[src/hw/rtl/sdmps_pkg.sv]
// Shared types and constants for the multiplexed segment display driver.
// No dependencies; imported by every module of the block.
`default_nettype none

package sdmps_pkg;

  localparam int unsigned OP_W      = 3;
  localparam int unsigned IDX_W     = 8;
  localparam int unsigned DATA_W    = 16;
  localparam int unsigned CHAR_W    = 8;
  localparam int unsigned EN_W      = 2;
  localparam int unsigned OFF_W     = 7;
  localparam int unsigned TIMER_W   = 10;
  localparam int unsigned BLINK_W   = 8;
  localparam int unsigned CFG_IDX_W = 3;

  localparam logic [BLINK_W-1:0] BLINK_HALF     = 8'd128;
  localparam logic [CHAR_W-1:0]  SPACE_CODE     = 8'd32;
  localparam logic [DATA_W-1:0]  BRIGHT_RST     = 16'hFFFF;
  localparam logic [TIMER_W-1:0] STEP_DELAY_RST = 10'd180;
  localparam logic [TIMER_W-1:0] PRE_DELAY_RST  = 10'd600;

  // brightness rescale: a' = 2^(16-R) + (2^R - 1) * (a >> R)
  localparam int unsigned RATIO_BITS = 5;
  localparam logic [16:0] FADE_BIAS  = 17'd16384;
  localparam logic [16:0] RATIO_BIAS = 17'd2048;
  localparam logic [16:0] RATIO_MUL  = 17'd31;

  localparam int unsigned OFIFO_DEPTH = 8;
  localparam int unsigned OFIFO_PTR_W = 3;
  localparam int unsigned OFIFO_CNT_W = 4;

  typedef enum logic [OP_W-1:0] {
    OP_FAST_TICK  = 3'd0,
    OP_SLOW_TICK  = 3'd1,
    OP_SHORT_CHAR = 3'd2,
    OP_LONG_CHAR  = 3'd3,
    OP_COMMIT     = 3'd4,
    OP_SCROLL     = 3'd5,
    OP_MASK_WORD  = 3'd6,
    OP_FONT_ENTRY = 3'd7
  } op_e;

  typedef enum logic [CFG_IDX_W-1:0] {
    CFG_BRIGHTNESS = 3'd0,
    CFG_BLINK      = 3'd1,
    CFG_FADE_STEP  = 3'd2,
    CFG_STEP_DELAY = 3'd3,
    CFG_PRE_DELAY  = 3'd4
  } cfg_e;

  // one accepted item on its way to the font lookup
  typedef struct packed {
    logic                tick;
    logic                load;
    logic                mask_sel;
    logic [DATA_W-1:0]   mask_word;
    logic                show_long;
    logic                in_range;
    logic [CHAR_W-1:0]   short_char;
    logic [EN_W-1:0]     enables;
    logic                font_we;
    logic [IDX_W-1:0]    font_addr;
    logic [DATA_W-1:0]   font_data;
  } req_t;

  typedef struct packed {
    logic [EN_W-1:0]   enables;
    logic              load;
    logic [DATA_W-1:0] word;
  } out_t;

endpackage

`default_nettype wire

[src/hw/rtl/sdmps_font.sv]
// Font memory (256 segment words) and the result register for each fast tick.
// Uses sdmps_pkg. Fed by the stage that resolved the displayed character.
`default_nettype none

module sdmps_font import sdmps_pkg::*; (
  input  wire logic              clk_i,
  input  wire logic              rst_ni,
  input  wire req_t              req_i,
  input  wire logic [CHAR_W-1:0] char_i,
  output logic                   out_valid_o,
  output out_t                   out_o
);

  logic [DATA_W-1:0] font_mem [256];
  logic [DATA_W-1:0] font_q;
  logic              tick_q;
  logic              load_q, mask_sel_q;
  logic [DATA_W-1:0] mask_word_q;
  logic [EN_W-1:0]   en_q;

  always_ff @(posedge clk_i) begin
    if (req_i.font_we) begin
      font_mem[req_i.font_addr] <= req_i.font_data;
    end
    font_q      <= font_mem[char_i];
    load_q      <= req_i.load;
    mask_sel_q  <= req_i.mask_sel;
    mask_word_q <= req_i.mask_word;
    en_q        <= req_i.enables;
  end

  always_ff @(posedge clk_i or negedge rst_ni) begin
    if (!rst_ni) begin
      tick_q <= 1'b0;
    end else begin
      tick_q <= req_i.tick;
    end
  end

  assign out_valid_o   = tick_q;
  assign out_o.enables = en_q;
  assign out_o.load    = load_q;
  assign out_o.word    = !load_q ? '0 : (mask_sel_q ? mask_word_q : font_q);

endmodule

`default_nettype wire

[config.mk]
export PLATFORM = sky130hd
export DESIGN_NAME = sdmps_font
export DESIGN_NICKNAME = d
export VERILOG_FILES = /design/src/hw/rtl/sdmps_pkg.sv /design/src/hw/rtl/sdmps_font.sv
export SDC_FILE = /design/constraint.sdc
export NUM_CORES = 2
export LEC_CHECK = 0
export ABC_CLOCK_PERIOD_IN_PS = 3400
export BUFFER_PORTS_ARGS = -buffer_cell sky130_fd_sc_hd__buf_2
export CORE_MARGIN = 2
export CORE_UTILIZATION = 25
export DETAILED_ROUTE_END_ITERATION = 10
export GPL_ROUTABILITY_DRIVEN = 0
export PLACE_DENSITY = 0.39
export SYNTH_ARGS = -nofsm -noshare
export SYNTH_HDL_FRONTEND = slang
export SYNTH_SLANG_ARGS = --single-unit
[constraint.sdc]
create_clock -name clk_i -period 3.4 [get_ports clk_i]
set_input_delay 0.17 -clock clk_i [delete_from_list [all_inputs] [get_ports clk_i]]
set_output_delay 0.17 -clock clk_i [all_outputs]
set_load 0.01 [all_outputs]
==> run metrics <==
status=finished, final reports clean; Die H=803 um; Req. time, crit path=between 4 and 5 ns; mapped cell area=0.160 sq mm; Core Util, Final=about 30%; Post-synth EDFFs=just over 4000; Post-Syn Instances=approximately 7400; initial antenna violation count=47; unrepaired setup endpoints after global routing=no; R2R Path Start=font_mem[11][5]$_DFFE_PP_; root buffer cell=clkbuf_16; syn avg cell area=21.6 sq um; clock buffer depth=4; Tmin final=approximately 3.1 ns; # DRC=0; fin nets=8440; First-pass DRT Iterations=5; first-pass GRT wire length=approximately 680000 um; Avg WL per Cell=about 29 um; CP Launch Point=char_i[5]; Crit Path Max Fanout=12; Slew headroom=~12%; initial DRC count=approximately 7500; worst setup margin=about 0.33 ns; Peak Freq=326 MHz; Hold Vio Cnt, Final=0; ys async rst share=less than 1%; count of final setup violators=0; Post-Route WL=roughly 490000 um; die area=around 0.65 sq mm; Post-CTS Setup Inserts=0; Worst setup SP type=primary input; Core Area=about 0.64 sq mm; Max-cap violations=0; post-route ant nets=0; Inserted Clock Buffers=roughly 450; Initial Utilization=25.1%; number of synthesized register bits=~4100; Yosys warning count=0; H-tree Lvls=5; nature of the critical path endpoint=flop; Synth Flop Type=edfxtp_1; max-slew violations=0; share of cells above drive strength 1=28.9%; DP Wirelength=between 300000 and 400000 um; GRT Util Overall=14.9%; pwr/cell area=roughly 570 mW/mm^2; chip width=803 um; site row count=293; Lkg Pwr=between 60 and 70 nW; RR Endpoint=font_q[5]$_DFF_P_; pre-CTS WS=-0.690 ns; routed vias=79755; Clock transition at path regs=~0.060 ns; Synth-to-Final Area Change=19.5%; period utilisation layout=90.2%; later-pin clock latency in the skew report=1.03 ns; Buffers on Ports=75; vias in the first global route=around 80000; HP Class=primary input to flop; most frequent cells in the layout=edfxtp_1, mux4_2, buf_4; R2R Setup Slk=about 0.38 ns; Reg2Reg Depth=7; crit path kind=primary input to flop; commonest non-fill, non-tap cell in the layout=edfxtp_1; CTS tree=done; sequential share of the synthesized area=roughly 77%; Worst VDD drop=446 uV; Synthesized Nets=approximately 7500; largest net degree at the start of global routing=~120; clock sink count=4133; drt via density=roughly 4.6; worst-margin pin slew=about 1.3 ns; Top-Level Pins=86; gr ovfl total=0; Worst Skew=~0.077 ns; Final TNS setup=0 ns; Unique masters post-synth=55; Worst Path Arrival=about 4 ns; Setup crit end=font_q[14]$_DFF_P_
[sequential cells by signal, indices dropped and copies added (netlist names)]
| signal | flops |
|---|---|
| font_mem | 4096 |
| font_q | 16 |
| mask_word_q | 16 |
| en_q | 2 |
| load_q | 1 |
| mask_sel_q | 1 |
| out_valid_o | 1 |
[what timing repair did]
action | in CTS | in global routing
hold buffers | 74 | 0
endpoints found under the hold margin | 2492 | 0
resized for setup | 0 | 0
[cell families (layout without fill, tap and decap cells)]
group	count (synthesis)	after routing	share of synthesized area (%)
AO/OA/AOI/OAI	819	819	3.69
multiplexers	1489	1489	15.5
flip-flops	4133	4133	77.4
other	0	21	0
AND/OR/NAND/NOR	505	505	1.43
buffers and inverters	460	1798	1.99
[synthesized netlist by cell type, drive strengths merged, types with 36 or more instances]
cell type	instances	share of area, %
o22ai	164	0.64
o221ai	308	1.7
nor2	270	0.63
mux2	69	0.49
buf	222	1.4
nor3	70	0.22
edfxtp	4096	77
nand2	49	0.12
mux2i	652	4.1
a21oi	193	0.60
mux4	768	11
clkbuf	226	0.57
dfxtp	36	0.45
[where the power goes]
part	leakage, nW	internal (mW)	switching (mW)	total, mW
Clock	6.88	26.9	20.5	47.4
Combinational	16.4	2.22	3.81	6.03
Sequential	37.1	56.2	0.151	56.3
Total	60.4	85.2	24.4	110
[worst max-delay path, stage by stage]
cell           delay, ns
dlygate4sd3_1       0.63
buf_2               0.65
and4b_1             0.35
nand2b_1            0.53
a21oi_1             0.08
a21oi_1             0.53
nand4_1             0.35
buf_4               0.25
nor4_1              0.26
buf_4               0.15
[metrics by stage]
stage | power [mW] | std cells | hold WS, ns | area [sq um]
global route | 113 | 17154 | 0.120 | 191000
finish | 110 | 17172 | 0.136 | 191000
floorplan | 60.1 | 7406 | -0.126 | 160000
CTS | 111 | 17151 | 0.0363 | 191000
detailed placement | 63.5 | 16258 | -0.0549 | 176000
global placement | 63.4 | 16258 | -0.0560 | 176000
[layout make-up]
type | count | area [sq um]
clock inverter | 253 | 2450
timing repair buffer | 974 | 9050
inverter | 5 | 31.3
clock buffer | 566 | 11700
multi-input combinational | 2813 | 33500
fill | 61574 | 446000
antenna | 21 | 52.6
tap | 8407 | 10500
sequential | 4133 | 124000
[metal layers]
metal  part of all wire (%)  global-route usage, %
met5                 0.0055                      0
met4                    2.3                   3.38
met3                    4.5                   1.89
met2                     47                   24.1
met1                     46                   21.4
[how the worst min path moves through the flow]
stage / startpoint / to / slack, ns / depth (start not counted)
4_1_cts: char_i[7] / font_q[6]$_DFF_P_ / 0.04 / 5
3_3_place_gp: rst_ni / out_valid_o$_DFF_PN0_ / -0.06 / 1
5_1_grt: char_i[7] / font_q[6]$_DFF_P_ / 0.12 / 5
3_5_place_dp: rst_ni / out_valid_o$_DFF_PN0_ / -0.05 / 1
2_1_floorplan: rst_ni / out_valid_o$_DFF_PN0_ / -0.13 / 0
6_report: char_i[2] / font_q[3]$_DFF_P_ / 0.14 / 6
No activity file was read; power rests on OpenSTA's default activity.
