File: src/hw/rtl/sdmps_pkg.sv
// Shared types and constants for the multiplexed segment display driver.
// No dependencies; imported by every module of the block.
`default_nettype none

package sdmps_pkg;

  localparam int unsigned OP_W      = 3;
  localparam int unsigned IDX_W     = 8;
  localparam int unsigned DATA_W    = 16;
  localparam int unsigned CHAR_W    = 8;
  localparam int unsigned EN_W      = 2;
  localparam int unsigned OFF_W     = 7;
  localparam int unsigned TIMER_W   = 10;
  localparam int unsigned BLINK_W   = 8;
  localparam int unsigned CFG_IDX_W = 3;

  localparam logic [BLINK_W-1:0] BLINK_HALF     = 8'd128;
  localparam logic [CHAR_W-1:0]  SPACE_CODE     = 8'd32;
  localparam logic [DATA_W-1:0]  BRIGHT_RST     = 16'hFFFF;
  localparam logic [TIMER_W-1:0] STEP_DELAY_RST = 10'd180;
  localparam logic [TIMER_W-1:0] PRE_DELAY_RST  = 10'd600;

  // brightness rescale: a' = 2^(16-R) + (2^R - 1) * (a >> R)
  localparam int unsigned RATIO_BITS = 5;
  localparam logic [16:0] FADE_BIAS  = 17'd16384;
  localparam logic [16:0] RATIO_BIAS = 17'd2048;
  localparam logic [16:0] RATIO_MUL  = 17'd31;

  localparam int unsigned OFIFO_DEPTH = 8;
  localparam int unsigned OFIFO_PTR_W = 3;
  localparam int unsigned OFIFO_CNT_W = 4;

  typedef enum logic [OP_W-1:0] {
    OP_FAST_TICK  = 3'd0,
    OP_SLOW_TICK  = 3'd1,
    OP_SHORT_CHAR = 3'd2,
    OP_LONG_CHAR  = 3'd3,
    OP_COMMIT     = 3'd4,
    OP_SCROLL     = 3'd5,
    OP_MASK_WORD  = 3'd6,
    OP_FONT_ENTRY = 3'd7
  } op_e;

  typedef enum logic [CFG_IDX_W-1:0] {
    CFG_BRIGHTNESS = 3'd0,
    CFG_BLINK      = 3'd1,
    CFG_FADE_STEP  = 3'd2,
    CFG_STEP_DELAY = 3'd3,
    CFG_PRE_DELAY  = 3'd4
  } cfg_e;

  // one accepted item on its way to the font lookup
  typedef struct packed {
    logic                tick;
    logic                load;
    logic                mask_sel;
    logic [DATA_W-1:0]   mask_word;
    logic                show_long;
    logic                in_range;
    logic [CHAR_W-1:0]   short_char;
    logic [EN_W-1:0]     enables;
    logic                font_we;
    logic [IDX_W-1:0]    font_addr;
    logic [DATA_W-1:0]   font_data;
  } req_t;

  typedef struct packed {
    logic [EN_W-1:0]   enables;
    logic              load;
    logic [DATA_W-1:0] word;
  } out_t;

endpackage

`default_nettype wire

File: src/hw/rtl/sdmps_ofifo.sv
// Result queue between the lookup pipeline and the output stream.
// Uses sdmps_pkg for the result type and depth.
`default_nettype none

module sdmps_ofifo import sdmps_pkg::*; (
  input  wire logic                   clk_i,
  input  wire logic                   rst_ni,
  input  wire logic                   push_i,
  input  wire out_t                   data_i,
  input  wire logic                   pop_i,
  output logic                        valid_o,
  output out_t                        data_o,
  output logic [OFIFO_CNT_W-1:0]      count_o
);

  out_t                   mem_q [OFIFO_DEPTH];
  logic [OFIFO_PTR_W-1:0] wr_q, rd_q;
  logic [OFIFO_CNT_W-1:0] cnt_q;
  logic                   do_pop;

  assign do_pop = pop_i && (cnt_q != '0);

  always_ff @(posedge clk_i) begin
    if (push_i) begin
      mem_q[wr_q] <= data_i;
    end
  end

  always_ff @(posedge clk_i or negedge rst_ni) begin
    if (!rst_ni) begin
      wr_q  <= '0;
      rd_q  <= '0;
      cnt_q <= '0;
    end else begin
      if (push_i) begin
        wr_q <= wr_q + OFIFO_PTR_W'(1);
      end
      if (do_pop) begin
        rd_q <= rd_q + OFIFO_PTR_W'(1);
      end
      cnt_q <= cnt_q + OFIFO_CNT_W'(push_i) - OFIFO_CNT_W'(do_pop);
    end
  end

  assign valid_o = cnt_q != '0;
  assign data_o  = mem_q[rd_q];
  assign count_o = cnt_q;

endmodule

`default_nettype wire

File: config.mk
export PLATFORM = sky130hd
export DESIGN_NAME = sdmps_ofifo
export DESIGN_NICKNAME = d
export VERILOG_FILES = /design/src/hw/rtl/sdmps_pkg.sv /design/src/hw/rtl/sdmps_ofifo.sv
export SDC_FILE = /design/constraint.sdc
export NUM_CORES = 1
export LEC_CHECK = 0
export BUFFER_PORTS_ARGS = -buffer_cell sky130_fd_sc_hd__buf_2
export CAP_MARGIN = 10
export CORE_MARGIN = 5
export CORE_UTILIZATION = 40
export CTS_CLUSTER_DIAMETER = 80
export DETAILED_ROUTE_END_ITERATION = 8
export PLACE_DENSITY = 0.67
export SLEW_MARGIN = 5
export SYNTH_ARGS = -nofsm -noshare
export SYNTH_HDL_FRONTEND = slang
export SYNTH_SLANG_ARGS = --single-unit
File: constraint.sdc
create_clock -name clk_i -period 3 [get_ports clk_i]
set_input_delay 0.3 -clock clk_i [delete_from_list [all_inputs] [get_ports clk_i]]
set_output_delay 0.3 -clock clk_i [all_outputs]
set_load 0.01 [all_outputs]
==> reports/results.ini <==
[run_status]
outcome=complete, no violations

[yosys]
yosys.area.top_type=edfxtp_1
async_flop_share_pct=6.17
synthDominantCellAreaShare_pct=72.2
ys_ff_latch=162
synthDistinctLibCells=24
synthesis.area_um2=6320
synthesis.nets=304
cell_count_after_synthesis=273
synthTopCellsByCount=152 x edfxtp_1, 32 x mux4_2, 11 x mux2_2
synth-seq-area-share_pct=76.2
synthFlopType=edfxtp_1
synthesis.yosys.warnings=0
synthesis.area_per_instance_um2=23.1
synth_area_leaders=edfxtp_1 72%, mux4_2 11%, dfrtp_1 4.0%
synthMostInstantiatedCell=edfxtp_1
synth_enable_flop_cells=152

[worst_setup_path]
setup.worst_path.class=flip-flop to output port
setup.reg_to_reg.worst_slack_ps=590
timing.rr.end=count_o[2]
timing.critical_path.required_ps=2700
critPathMaxFanout=18
end_kind=output port
cp_data_arrival_time_ps=2310
critical_path.startpoint_type=flip-flop
worst_r2r_path_depth=11
timing.rr.start=count_o[2]

[clocking]
cts.htree.levels=4
cts-root-buf=clkbuf_16
post_cts_resize_count=0
clock_tree.buffer_depth=2
worst_setup_hold_path_clk_slew_ps=60
cts_inserted_buffers=17
cts.sink_count=162
clock_insertion_delay_worst_skew_ps=420
holdBufCountCts=1
cts_setup_buffers=0
clock_tree_from_tritoncts=yes

[timing]
setup_repair_after_global_routing_missed_its_margin=no
worst-slew-pin-transition_ps=858
worst_slack_ps=391
max_frequency_mhz=383
final_max_slew_viol_count=0
layout_worst_path_cycle_share_pct=87.0
final_setup_violation_count=0
timing.clock.skew_ps=10.6
period_minus_slack_ps=2610
slew-limit-headroom_pct=42.8
timing_hold_violations_final=0
finalSetupTns_ps=0

[grt]
via_count_of_the_first_global_routing_pass=3152
antenna_found_initial=1
grt_pass1_wl_mm=17.7
grt_start_max_net_pins=22
globalRouteOverflowTotal=0
grt_util_all_layers_pct=13.4

[placement]
io_buffers=46
dp_hpwl_mm=6.74
detailed_place.area_um2=6900
pre_cts_slack_ps=598
globalplace.congestion=0.739
placedCellCount=538

[die]
floorplan.rows=46
die-width_um=136
die-area_um2=18400
floorplan.initialDensity_pct=40.2
dieHeight_um=136
io-pin-count=47
core_region_area_um2=15700

[routing]
via_count=2807
first_iter_violations=209
drt-total-wl_mm=11.2
remaining_drc_errors=0
post_drt_via_cell_ratio=4.92
drtAntennaViolNets=0
drtPass1Iterations=4
drt-wirelength-per-cell_um=19.7

[power_and_ir_drop]
p_leak_nw=2.59
cellPowerDensity_nw_per_um2=992
power.ir.vdd_worst_mv=0.605

[finish]
drive_above_1_share_pct=42.8
final_core_util_pct=47.7
finish.instance_area_um2=7490
syn2layout_area_growth_pct=18.6
finalNetCount=373
num_antenna_cells=0
layout.cells.non_filler=571

[hold_path]
count_of_cells_along_the_worst_hold_path=1
hold_end=mem_q[1][7]
timing.hold.worst.start=data_i[7]
holdCritPathClass=input pin to flip-flop

[job]
maxCapViolations=0

==> cell type report <==
cell class / count / area, um2
fillers: 1274 / 8220
clock inverters: 15 / 154
flip-flops and latches: 162 / 4820
repair buffers: 60 / 363
well taps: 216 / 270
clock buffers: 17 / 425
multi-input cells: 92 / 1430
inverters: 9 / 33.8
==> placed cells by master (no fill, tap or decap), drive strengths merged, types with 3 or more instances in the layout <==
master / Yosys / layout
nor2: 6 / 6
nand2b: 3 / 3
mux4: 38 / 38
edfxtp: 152 / 152
clkbuf: 3 / 17
nand2: 4 / 4
inv: 9 / 13
xnor2: 4 / 4
ha: 7 / 7
clkinv: 0 / 8
dfrtp: 10 / 10
mux2: 21 / 21
buf: 7 / 59
==> critical path: stages, from the launching register on <==
cell     delay, ps
dfrtp_2        670
buf_12         250
mux4_2         530
mux2_2         290
buf_2          140
==> sequential cells by signal, indices dropped and copies added (netlist names) <==
name	flops
rd_q	3
wr_q	3
count_o	4
mem_q	152
==> metal layers <==
layer	track usage [%]	vias up	share of wire (%)
met5	0	-	0.062
met3	4.79	12	5.7
met4	4.65	2	1.1
li1	-	1275	-
met1	16.4	1450	41
met2	22.2	68	52
==> cells by family (layout without fill, tap and decap cells) <==
family / after synthesis / count (layout) / synth area share [%]
AO/OA/AOI/OAI: 2 / 2 / 0.198
XOR/XNOR: 6 / 6 / 0.832
adder cells (fa/ha/maj): 8 / 8 / 1.70
buffers and inverters: 19 / 101 / 1.58
flip-flops: 162 / 162 / 76.2
multiplexers: 59 / 59 / 18.2
AND/OR/NAND/NOR: 17 / 17 / 1.27
==> worst max path at each step <==
stage	start	endpoint	cells past startpoint
6_report	rd_q[0]	data_o[15]	4
5_1_grt	rd_q[0]	data_o[17]	4
4_1_cts	rd_q[0]	data_o[15]	4
3_5_place_dp	count_o[2]	count_o[2]	11
3_3_place_gp	count_o[2]	count_o[1]	11
2_1_floorplan	count_o[2]	count_o[2]	11
==> report_power, final <==
group | internal, mW | total (mW) | switching (mW)
clock network | 1.23 | 2.09 | 0.855
registers | 2.87 | 3.09 | 0.221
logic | 1.20 | 2.26 | 1.06
==> stage by stage <==
| step | hold slack (ps) | power [mW] |
|---|---|---|
| after floorplan | 4.41 | 4.67 |
| after global placement | 171 | 5.38 |
| after detailed placement | 176 | 5.46 |
| after CTS | 133 | 7.55 |
| after global routing | 136 | 7.84 |
| final | 150 | 7.43 |
(Power assumes the default switching activity.)
