$ cat src/hw/rtl/sdmps_pkg.sv
// Shared types and constants for the multiplexed segment display driver.
// No dependencies; imported by every module of the block.
`default_nettype none

package sdmps_pkg;

  localparam int unsigned OP_W      = 3;
  localparam int unsigned IDX_W     = 8;
  localparam int unsigned DATA_W    = 16;
  localparam int unsigned CHAR_W    = 8;
  localparam int unsigned EN_W      = 2;
  localparam int unsigned OFF_W     = 7;
  localparam int unsigned TIMER_W   = 10;
  localparam int unsigned BLINK_W   = 8;
  localparam int unsigned CFG_IDX_W = 3;

  localparam logic [BLINK_W-1:0] BLINK_HALF     = 8'd128;
  localparam logic [CHAR_W-1:0]  SPACE_CODE     = 8'd32;
  localparam logic [DATA_W-1:0]  BRIGHT_RST     = 16'hFFFF;
  localparam logic [TIMER_W-1:0] STEP_DELAY_RST = 10'd180;
  localparam logic [TIMER_W-1:0] PRE_DELAY_RST  = 10'd600;

  // brightness rescale: a' = 2^(16-R) + (2^R - 1) * (a >> R)
  localparam int unsigned RATIO_BITS = 5;
  localparam logic [16:0] FADE_BIAS  = 17'd16384;
  localparam logic [16:0] RATIO_BIAS = 17'd2048;
  localparam logic [16:0] RATIO_MUL  = 17'd31;

  localparam int unsigned OFIFO_DEPTH = 8;
  localparam int unsigned OFIFO_PTR_W = 3;
  localparam int unsigned OFIFO_CNT_W = 4;

  typedef enum logic [OP_W-1:0] {
    OP_FAST_TICK  = 3'd0,
    OP_SLOW_TICK  = 3'd1,
    OP_SHORT_CHAR = 3'd2,
    OP_LONG_CHAR  = 3'd3,
    OP_COMMIT     = 3'd4,
    OP_SCROLL     = 3'd5,
    OP_MASK_WORD  = 3'd6,
    OP_FONT_ENTRY = 3'd7
  } op_e;

  typedef enum logic [CFG_IDX_W-1:0] {
    CFG_BRIGHTNESS = 3'd0,
    CFG_BLINK      = 3'd1,
    CFG_FADE_STEP  = 3'd2,
    CFG_STEP_DELAY = 3'd3,
    CFG_PRE_DELAY  = 3'd4
  } cfg_e;

  // one accepted item on its way to the font lookup
  typedef struct packed {
    logic                tick;
    logic                load;
    logic                mask_sel;
    logic [DATA_W-1:0]   mask_word;
    logic                show_long;
    logic                in_range;
    logic [CHAR_W-1:0]   short_char;
    logic [EN_W-1:0]     enables;
    logic                font_we;
    logic [IDX_W-1:0]    font_addr;
    logic [DATA_W-1:0]   font_data;
  } req_t;

  typedef struct packed {
    logic [EN_W-1:0]   enables;
    logic              load;
    logic [DATA_W-1:0] word;
  } out_t;

endpackage

`default_nettype wire

$ cat src/hw/rtl/sdmps_text.sv
// Long text memory with per-entry valid bits (unwritten entries read as space).
// Uses sdmps_pkg. Registers the request alongside the memory read.
`default_nettype none

module sdmps_text import sdmps_pkg::*; #(
  parameter int unsigned SCROLL_CHARS = 64,
  parameter int unsigned AW           = 6
) (
  input  wire logic              clk_i,
  input  wire logic              rst_ni,
  input  wire req_t              req_i,
  input  wire logic              lt_we_i,
  input  wire logic [AW-1:0]     lt_waddr_i,
  input  wire logic [CHAR_W-1:0] lt_wdata_i,
  input  wire logic [AW-1:0]     lt_raddr_i,
  output req_t                   req_o,
  output logic [CHAR_W-1:0]      char_o
);

  logic [CHAR_W-1:0]       lt_mem [SCROLL_CHARS];
  logic [SCROLL_CHARS-1:0] lt_vld_q;
  logic [CHAR_W-1:0]       rdata_q;
  logic                    rvld_q;
  req_t                    req_q;

  always_ff @(posedge clk_i) begin
    if (lt_we_i) begin
      lt_mem[lt_waddr_i] <= lt_wdata_i;
    end
    rdata_q <= lt_mem[lt_raddr_i];
  end

  always_ff @(posedge clk_i or negedge rst_ni) begin
    if (!rst_ni) begin
      lt_vld_q <= '0;
      rvld_q   <= 1'b0;
      req_q    <= '0;
    end else begin
      if (lt_we_i) begin
        lt_vld_q[lt_waddr_i] <= 1'b1;
      end
      rvld_q <= lt_vld_q[lt_raddr_i];
      req_q  <= req_i;
    end
  end

  assign req_o  = req_q;
  assign char_o = !req_q.show_long ? req_q.short_char :
                  (req_q.in_range && rvld_q) ? rdata_q : SPACE_CODE;

endmodule

`default_nettype wire

$ cat config.mk
export PLATFORM = sky130hd
export DESIGN_NAME = sdmps_text
export DESIGN_NICKNAME = d
export VERILOG_FILES = /design/src/hw/rtl/sdmps_pkg.sv /design/src/hw/rtl/sdmps_text.sv
export SDC_FILE = /design/constraint.sdc
export NUM_CORES = 1
export LEC_CHECK = 0
export BUFFER_PORTS_ARGS = -buffer_cell sky130_fd_sc_hd__buf_4
export CAP_MARGIN = 30
export CORE_MARGIN = 2
export CORE_UTILIZATION = 35
export DETAILED_ROUTE_END_ITERATION = 10
export HOLD_SLACK_MARGIN = 0.15
export PLACE_DENSITY_LB_ADDON = 0.12
export SLEW_MARGIN = 25
export SYNTH_ARGS = -nofsm -noshare
export SYNTH_HDL_FRONTEND = slang
export SYNTH_SLANG_ARGS = --single-unit
$ cat constraint.sdc
create_clock -name clk_i -period 2.2 [get_ports clk_i]
set_clock_uncertainty 0.05 [all_clocks]
set_input_delay 0.66 -clock clk_i [delete_from_list [all_inputs] [get_ports clk_i]]
set_output_delay 0.66 -clock clk_i [all_outputs]
set_load 0.005 [all_outputs]
==> metrics.log, run 1 <==
INFO  metric die_x = 267 µm
INFO  metric status = finished clean
INFO  metric synthMostInstantiatedCell = sky130_fd_sc_hd__edfxtp_1
INFO  metric floorplan.core_area = 0.0685 mm²
INFO  metric route.vias.total = 12,800
INFO  metric layout.filler_cells = 5,905
INFO  metric total_die_area = 0.0712 mm²
INFO  metric portBuffers = 142
INFO  metric worstMarginPinSlew = 731 ps
INFO  metric worst_slack_placed = -594 ps
INFO  metric criticalPathCategory = reg -> out
INFO  metric biggest_area_consumer_among_synthesized_cells = sky130_fd_sc_hd__edfxtp_1
INFO  metric synth_cell_type_count = 39
INFO  metric ctsLongestPathBuffers = 3
INFO  metric mappedNetlistArea = 0.0242 mm²
INFO  metric cp-start-kind = flop
INFO  metric count_of_flip_flops_with_a_built_in_enable_after_synthesis = 512
INFO  metric post_synthesis_cells = 1,194
INFO  metric largest_net_degree_at_the_start_of_global_routing = 65
INFO  metric initialDrtViolationCount = 912
INFO  metric synth_seq_cells = 641
INFO  metric yosysTopAreaCellShare = 0.636
INFO  metric io-pin-count = 143
INFO  metric htree_levels = 3
INFO  metric critical_path_peak_fanout = 8
INFO  metric finalWirelength = 63,900 µm
INFO  metric firstDrtPassIters = 4
INFO  metric synthTopCellsByCount = sky130_fd_sc_hd__edfxtp_1, sky130_fd_sc_hd__mux4_2, sky130_fd_sc_hd__dfrtp_1, sky130_fd_sc_hd__nor2_1, sky130_fd_sc_hd__or2_2
INFO  metric area_growth_from_synthesis_to_layout = 27.7%
INFO  metric synth.avg_cell_area = 20.2 µm²
INFO  metric maxClockFrequency = 459 MHz
INFO  metric dp_hpwl = 40,900 µm
INFO  metric netlist_top_cells_area = sky130_fd_sc_hd__edfxtp_1, sky130_fd_sc_hd__mux4_2, sky130_fd_sc_hd__dfrtp_1, sky130_fd_sc_hd__or2_2, sky130_fd_sc_hd__mux2i_1
INFO  metric grt.overflow.total = 0
INFO  metric crit_chain = nand2_4 > nor2_4 > a21oi_2 > buf_4
INFO  metric post_route_clock_period_utilization = 0.991
INFO  metric floorplan.rows = 96
INFO  metric initial_utilization = 0.353
INFO  metric worst_skew_pair.late_latency = 610 ps
INFO  metric seq_total_area_yosys = 0.768
INFO  metric post_route_drc = 0
INFO  metric fin_setup_tns = 0 ps
INFO  metric relSlewSlack = 0.509
INFO  metric grt_setup_unrepaired = true
INFO  metric hold_viol_final = 0
INFO  metric endpoint_kind = output pin
INFO  metric peakVddDrop = 0.000556 V
INFO  metric cp_slowest_stage_delay = 440 ps
INFO  metric number_of_pins_with_negative_max_slew_slack_in_the_final_report = 0
INFO  metric timing.critical_path.required = 1490 ps
INFO  metric cts-root-buf = sky130_fd_sc_hd__clkbuf_16
INFO  metric net_count_of_the_mapped_netlist = 1,273
INFO  metric critical-path-slowest-cell = sky130_fd_sc_hd__dfrtp_2
INFO  metric grt_first_pass_wirelength = 93,900 µm
INFO  metric cts.clk_slew.worst_paths = 60 ps
INFO  metric detail-route-antenna-nets = 0
INFO  metric arrival = 1470 ps
INFO  metric setup_viol_count_final = 0
INFO  metric layout_min_cycle_time = 2180 ps
INFO  metric grt_antenna_before_repair = 2
INFO  metric asyncSetResetFlopFracSynth = 0.189
INFO  metric power.density = 890 mW/mm²
INFO  metric tritoncts.num_buffers = 72
INFO  metric cts_num_sinks = 641
INFO  metric p_leak = 11.2 nW
INFO  metric hold_path.class = reg -> reg
INFO  metric yosys_warnings = 0
INFO  metric first_global_vias = 13,700
INFO  metric tritoncts = yes
INFO  metric viasPerCell = 5.04
INFO  metric post_drt_wl_per_cell = 25.1 µm
INFO  metric chipHeight = 267 µm
INFO  metric timing.final.ws_setup = 19.8 ps
INFO  metric grt_usage = 0.184
INFO  metric drv_cap = 0
INFO  metric gp_routability_congestion = 0.811
INFO  metric synth-main-ff-cell = sky130_fd_sc_hd__edfxtp_1
INFO  metric layout-drive-gt1-share = 0.398
INFO  metric fin_nets = 1,681
flip-flops by register name (all words and copies together), names as in the netlist:
signal and flops:
lt_mem 512, lt_vld_q 64, rdata_q 8, req_o 56, rvld_q 1
per-layer routing:
layer  track usage  share of wire  vias to the layer above
li1              -              -                     5617
met4        0.0500          0.019                        0
met2         0.286           0.47                      377
met1         0.269           0.47                     6759
met5             0              0                        -
met3        0.0288          0.047                       77
layout make-up:
type / count / area, µm² / area share
clock buffer: 94 / 2010 / 0.0651
inverter: 8 / 30.0 / 0.000973
clock inverter: 39 / 304 / 0.00985
timing repair buffer: 400 / 3600 / 0.117
tap: 882 / 1100 / 0.0357
sequential: 641 / 18600 / 0.601
multi-input combinational: 479 / 5250 / 0.170
antenna: 1 / 2.50 / 0.0000811
metrics by stage:
stage               std cells   util  total power (W)  cell area, µm²  hold slack [ps]
CTS                      2543  0.450           0.0278           30800              405
global placement         2350  0.408           0.0159           27900              396
finish                   2544  0.451           0.0275           30900              410
global route             2543  0.451           0.0285           30900              418
floorplan                1194      -           0.0148           24200              314
detailed placement       2350  0.408           0.0159           27900              397
placed cells by master (no fill, tap or decap), types with 7 or more instances in the layout:
master,instances
sky130_fd_sc_hd__clkinv_2,13
sky130_fd_sc_hd__clkbuf_1,15
sky130_fd_sc_hd__a32o_1,8
sky130_fd_sc_hd__clkbuf_16,77
sky130_fd_sc_hd__a211oi_1,15
sky130_fd_sc_hd__dlygate4sd3_1,57
sky130_fd_sc_hd__edfxtp_1,512
sky130_fd_sc_hd__nor2_1,83
sky130_fd_sc_hd__or2_2,66
sky130_fd_sc_hd__nand2_1,25
sky130_fd_sc_hd__clkinv_1,19
sky130_fd_sc_hd__mux2i_1,41
sky130_fd_sc_hd__buf_4,303
sky130_fd_sc_hd__mux4_2,137
sky130_fd_sc_hd__o31ai_1,8
sky130_fd_sc_hd__inv_1,8
sky130_fd_sc_hd__dfrtp_1,119
sky130_fd_sc_hd__o22ai_1,20
sky130_fd_sc_hd__nor2b_1,7
sky130_fd_sc_hd__a22oi_1,15
sky130_fd_sc_hd__buf_12,35
sky130_fd_sc_hd__o221ai_1,8
sky130_fd_sc_hd__dfxtp_1,7
final timing paths:
path                                          start                  endpoint  slack (ps)  cells after the start
max in group asynchronous                    rst_ni  lt_vld_q[45]$_DFFE_PN0P_         970                      3
setup reg to reg           lt_vld_q[47]$_DFFE_PN0P_          rvld_q$_DFF_PN0_         310                      6
hold reg to reg            lt_vld_q[40]$_DFFE_PN0P_  lt_vld_q[40]$_DFFE_PN0P_         410                      1
min in group asynchronous                    rst_ni       req_o[19]$_DFF_PN0_         520                      2
setup / recovery                   rvld_q$_DFF_PN0_                 char_o[5]          20                      4
hold / removal             lt_vld_q[40]$_DFFE_PN0P_  lt_vld_q[40]$_DFFE_PN0P_         410                      1
worst max-delay path: cells and delay by family (launching register included):
family	cells	cell delay (ps)
DFF	1	440
and+or+nand+nor	2	180
AOI/OAI and AO/OA	1	120
buffers and inverters	1	120
cell families (layout without fill, tap and decap cells):
group,Yosys count,after routing,share of synthesized area
DFF,641,641,0.768
AOI/OAI and AO/OA,85,85,0.0260
muxes,178,178,0.145
other,0,1,0
and+or+nand+nor,216,216,0.0444
buffers and inverters,74,541,0.0171
timing repair:
item,CTS,global route
buffers inserted,3,0
hold endpoints to repair,97,0
setup endpoints to repair,8,8
hold buffers,57,0
pin swaps,2,1
gates resized for setup,6,10
power breakdown:
| part | switching [W] | leakage [nW] | internal [W] |
|---|---|---|---|
| clock | 0.00474 | 1.14 | 0.00702 |
| sequential | 0.000186 | 6.14 | 0.0135 |
| combinational | 0.00101 | 3.93 | 0.00106 |
No activity file was read; power rests on OpenSTA's default activity.
==> run 2, diff against run 1 <==
Settings changed: PLACE_DENSITY set to 0.54, PLACE_DENSITY_LB_ADDON 0.12 to unset.
==> metrics.log, run 2 (synthesized netlist as in run 1, its figures left out) <==
INFO  metric worstRegToRegCells = 4 (-2)
INFO  metric finalWirelength = 60,200 µm (-5.7%)
INFO  metric layout_min_cycle_time = 2180 ps (+4.49 ps)
INFO  metric post_route_clock_period_utilization = 0.993 (+0.00204)
INFO  metric ant_diodes = 0 (-1)
INFO  metric critical_path_depth = 4 (unchanged)
INFO  metric dp.cells = 2,329 (-0.89%)
INFO  metric timing.critical_path.required = 1490 ps (about the same)
INFO  metric seqPwrFrac = 0.497 (about the same)
INFO  metric gp_routability_congestion = 0.780 (-3.8%)
INFO  metric sw_frac_of_total = 0.211 (-0.00466)
INFO  metric first_global_vias = 13,400 (-1.7%)
INFO  metric tritoncts = yes
INFO  metric timing.critical_path.max_delay_family = flip-flops
INFO  metric power.density = 895 mW/mm² (+0.55%)
INFO  metric slack_of_the_worst_reg_to_reg_path = 300 ps (about the same)
INFO  metric htree_levels = 3 (unchanged)
INFO  metric post_dp_cell_area = 0.0277 mm² (-0.70%)
INFO  metric setup_viol_count_final = 0 (unchanged)
INFO  metric detail-route-antenna-nets = 0 (unchanged)
INFO  metric floorplan.rows = 96 (unchanged)
INFO  metric largest_net_degree_at_the_start_of_global_routing = 65 (unchanged)
INFO  metric startpoint = rvld_q$_DFF_PN0_
INFO  metric endpoint_kind = output pin
INFO  metric post_route_drc = 0 (unchanged)
INFO  metric viasPerCell = 5.05 (+0.21%)
INFO  metric criticalPathCategory = reg -> out
INFO  metric finalInstanceArea = 0.0307 mm² (-0.64%)
INFO  metric hold_viol_final = 0 (unchanged)
INFO  metric post_drt_wl_per_cell = 24.0 µm (-4.5%)
INFO  metric largest_register = lt_mem
INFO  metric total_die_area = 0.0712 mm² (unchanged)
INFO  metric portBuffers = 142 (unchanged)
INFO  metric grt_setup_unrepaired = true
INFO  metric most-common-layout-cells = sky130_fd_sc_hd__edfxtp_1, sky130_fd_sc_hd__buf_4, sky130_fd_sc_hd__mux4_2
INFO  metric r2r_start = lt_mem[51][1]$_DFFE_PP_
INFO  metric worst_skew_pair.late_latency = 600 ps (about the same)
INFO  metric cts-root-buf = sky130_fd_sc_hd__clkbuf_16
INFO  metric grt.overflow.total = 0 (unchanged)
INFO  metric finalNonFillerCells = 2,512 (-1.3%)
INFO  metric chipHeight = 267 µm (unchanged)
INFO  metric initial_utilization = 0.353 (unchanged)
INFO  metric grt_usage = 0.172 (-0.0117)
INFO  metric worst_setup_path_endpoint = char_o[5]
INFO  metric relSlewSlack = 0.479 (-0.0297)
INFO  metric layout-drive-gt1-share = 0.399 (+0.000820)
INFO  metric crit_chain = nand2_4 > nor2_4 > a21oi_2 > buf_4
INFO  metric die_x = 267 µm (unchanged)
INFO  metric cts.clk_slew.worst_paths = 60 ps (about the same)
INFO  metric area_growth_from_synthesis_to_layout = 26.9%
INFO  metric worstMarginPinSlew = 780 ps (+49.2 ps)
INFO  metric critical_path_peak_fanout = 8 (unchanged)
INFO  metric finalHoldWorstSlack = 412 ps (+1.99 ps)
INFO  metric initialDrtViolationCount = 1,118 (+23%)
INFO  metric p_int = 0.0217 W (+0.50%)
INFO  metric hold_path.class = reg -> reg
INFO  metric cp-start-kind = flop
INFO  metric rr_endpoint = rdata_q[1]$_DFF_P_
INFO  metric critical-path-slowest-cell = sky130_fd_sc_hd__dfrtp_2
INFO  metric firstDrtPassIters = 4 (unchanged)
INFO  metric switching_power = 0.00580 W (-2.2%)
INFO  metric largest_reg_flops = 512 (unchanged)
INFO  metric cp_num_buf_inv = 1 (unchanged)
INFO  metric dp_hpwl = 38,500 µm (-6.0%)
INFO  metric combPwrFrac = 0.073 (-0.002)
INFO  metric floorplan.core_area = 0.0685 mm² (unchanged)
INFO  metric ctsLongestPathBuffers = 3 (unchanged)
INFO  metric number_of_pins_with_negative_max_slew_slack_in_the_final_report = 0 (unchanged)
INFO  metric tritoncts.num_buffers = 69 (-4.2%)
INFO  metric peakVddDrop = 0.000641 V (+15%)
INFO  metric drv_cap = 0 (unchanged)
INFO  metric cp_slowest_stage_delay = 460 ps (+20 ps)
INFO  metric fin_nets = 1,656 (-1.5%)
INFO  metric p_leak = 11.1 nW (-1.2%)
INFO  metric status = finished clean
INFO  metric grt_first_pass_wirelength = 89,100 µm (-5.2%)
INFO  metric maxClockFrequency = 458 MHz (-0.21%)
INFO  metric grt_antenna_before_repair = 0 (-2)
INFO  metric clockPowerShare = 0.430 (+0.002)
INFO  metric arrival = 1470 ps (about the same)
INFO  metric layout_commonest_cell = sky130_fd_sc_hd__edfxtp_1
INFO  metric cts_num_sinks = 641 (unchanged)
INFO  metric io-pin-count = 143 (unchanged)
INFO  metric route.vias.total = 12,700 (-1.1%)
[run 2: worst reg2reg max path: cells and delay by family (launching register included)]
kind | cells | cell delay, ps
multiplexers | 1 | 460
AO/OA/AOI/OAI | 2 | 680
AND/OR/NAND/NOR | 1 | 220
flip-flops | 1 | 370
[run 2: layout make-up]
| cell class | instances | area, µm² |
|---|---|---|
| clock buffers | 92 | 1950 |
| clock inverters | 32 | 368 |
| fillers | 5870 | 37800 |
| inverters | 8 | 30.0 |
| multi-input cells | 479 | 5260 |
| flip-flops and latches | 641 | 18600 |
| well taps | 882 | 1100 |
| repair buffers | 378 | 3400 |
[run 2: worst min-delay path by stage]
stage | from | endpoint | cells after the start
2_1_floorplan | rst_ni | lt_vld_q[0]$_DFFE_PN0P_ | 0
3_3_place_gp | lt_vld_q[59]$_DFFE_PN0P_ | lt_vld_q[59]$_DFFE_PN0P_ | 1
3_5_place_dp | lt_vld_q[35]$_DFFE_PN0P_ | lt_vld_q[35]$_DFFE_PN0P_ | 1
4_1_cts | lt_wdata_i[4] | lt_mem[38][4]$_DFFE_PP_ | 1
5_1_grt | lt_wdata_i[4] | lt_mem[52][4]$_DFFE_PP_ | 1
6_report | lt_vld_q[61]$_DFFE_PN0P_ | lt_vld_q[61]$_DFFE_PN0P_ | 1
[run 2: per-layer routing]
| metal | up-vias | part of all wire | track usage |
|---|---|---|---|
| li1 | 5546 | - | - |
| met2 | 403 | 0.46 | 0.265 |
| met3 | 89 | 0.056 | 0.0352 |
| met1 | 6657 | 0.46 | 0.249 |
| met4 | 0 | 0.022 | 0.0483 |
| met5 | - | 0 | 0 |
[run 2: timing repair]
item                                    4_1_cts  5_1_grt
gates resized for setup                      10        7
pin swaps                                     2        2
endpoints found under the setup margin        8       10
endpoints found under the hold margin        92        0
hold buffers                                 57        0
setup buffers                                 2        0
[run 2: power groups by stage]
stage	Combinational [W]	Clock, W	Sequential [W]
2_1_floorplan	0.000949	0	0.0138
3_3_place_gp	0.00190	0	0.0139
3_5_place_dp	0.00194	0	0.0139
4_1_cts	0.00203	0.0121	0.0136
5_1_grt	0.00217	0.0126	0.0137
6_report	0.00201	0.0118	0.0136
[run 2: through the flow]
step	setup WS, ps	util	power [W]	TNS (ps)
floorplan	-91.9	-	0.0148	-10280
global placement	-640	0.405	0.0158	-4580
detailed placement	-624	0.405	0.0158	-4540
CTS	-7.63	0.448	0.0278	-7.63
global route	-28.9	0.448	0.0284	-68.4
finish	15.3	0.448	0.0275	0
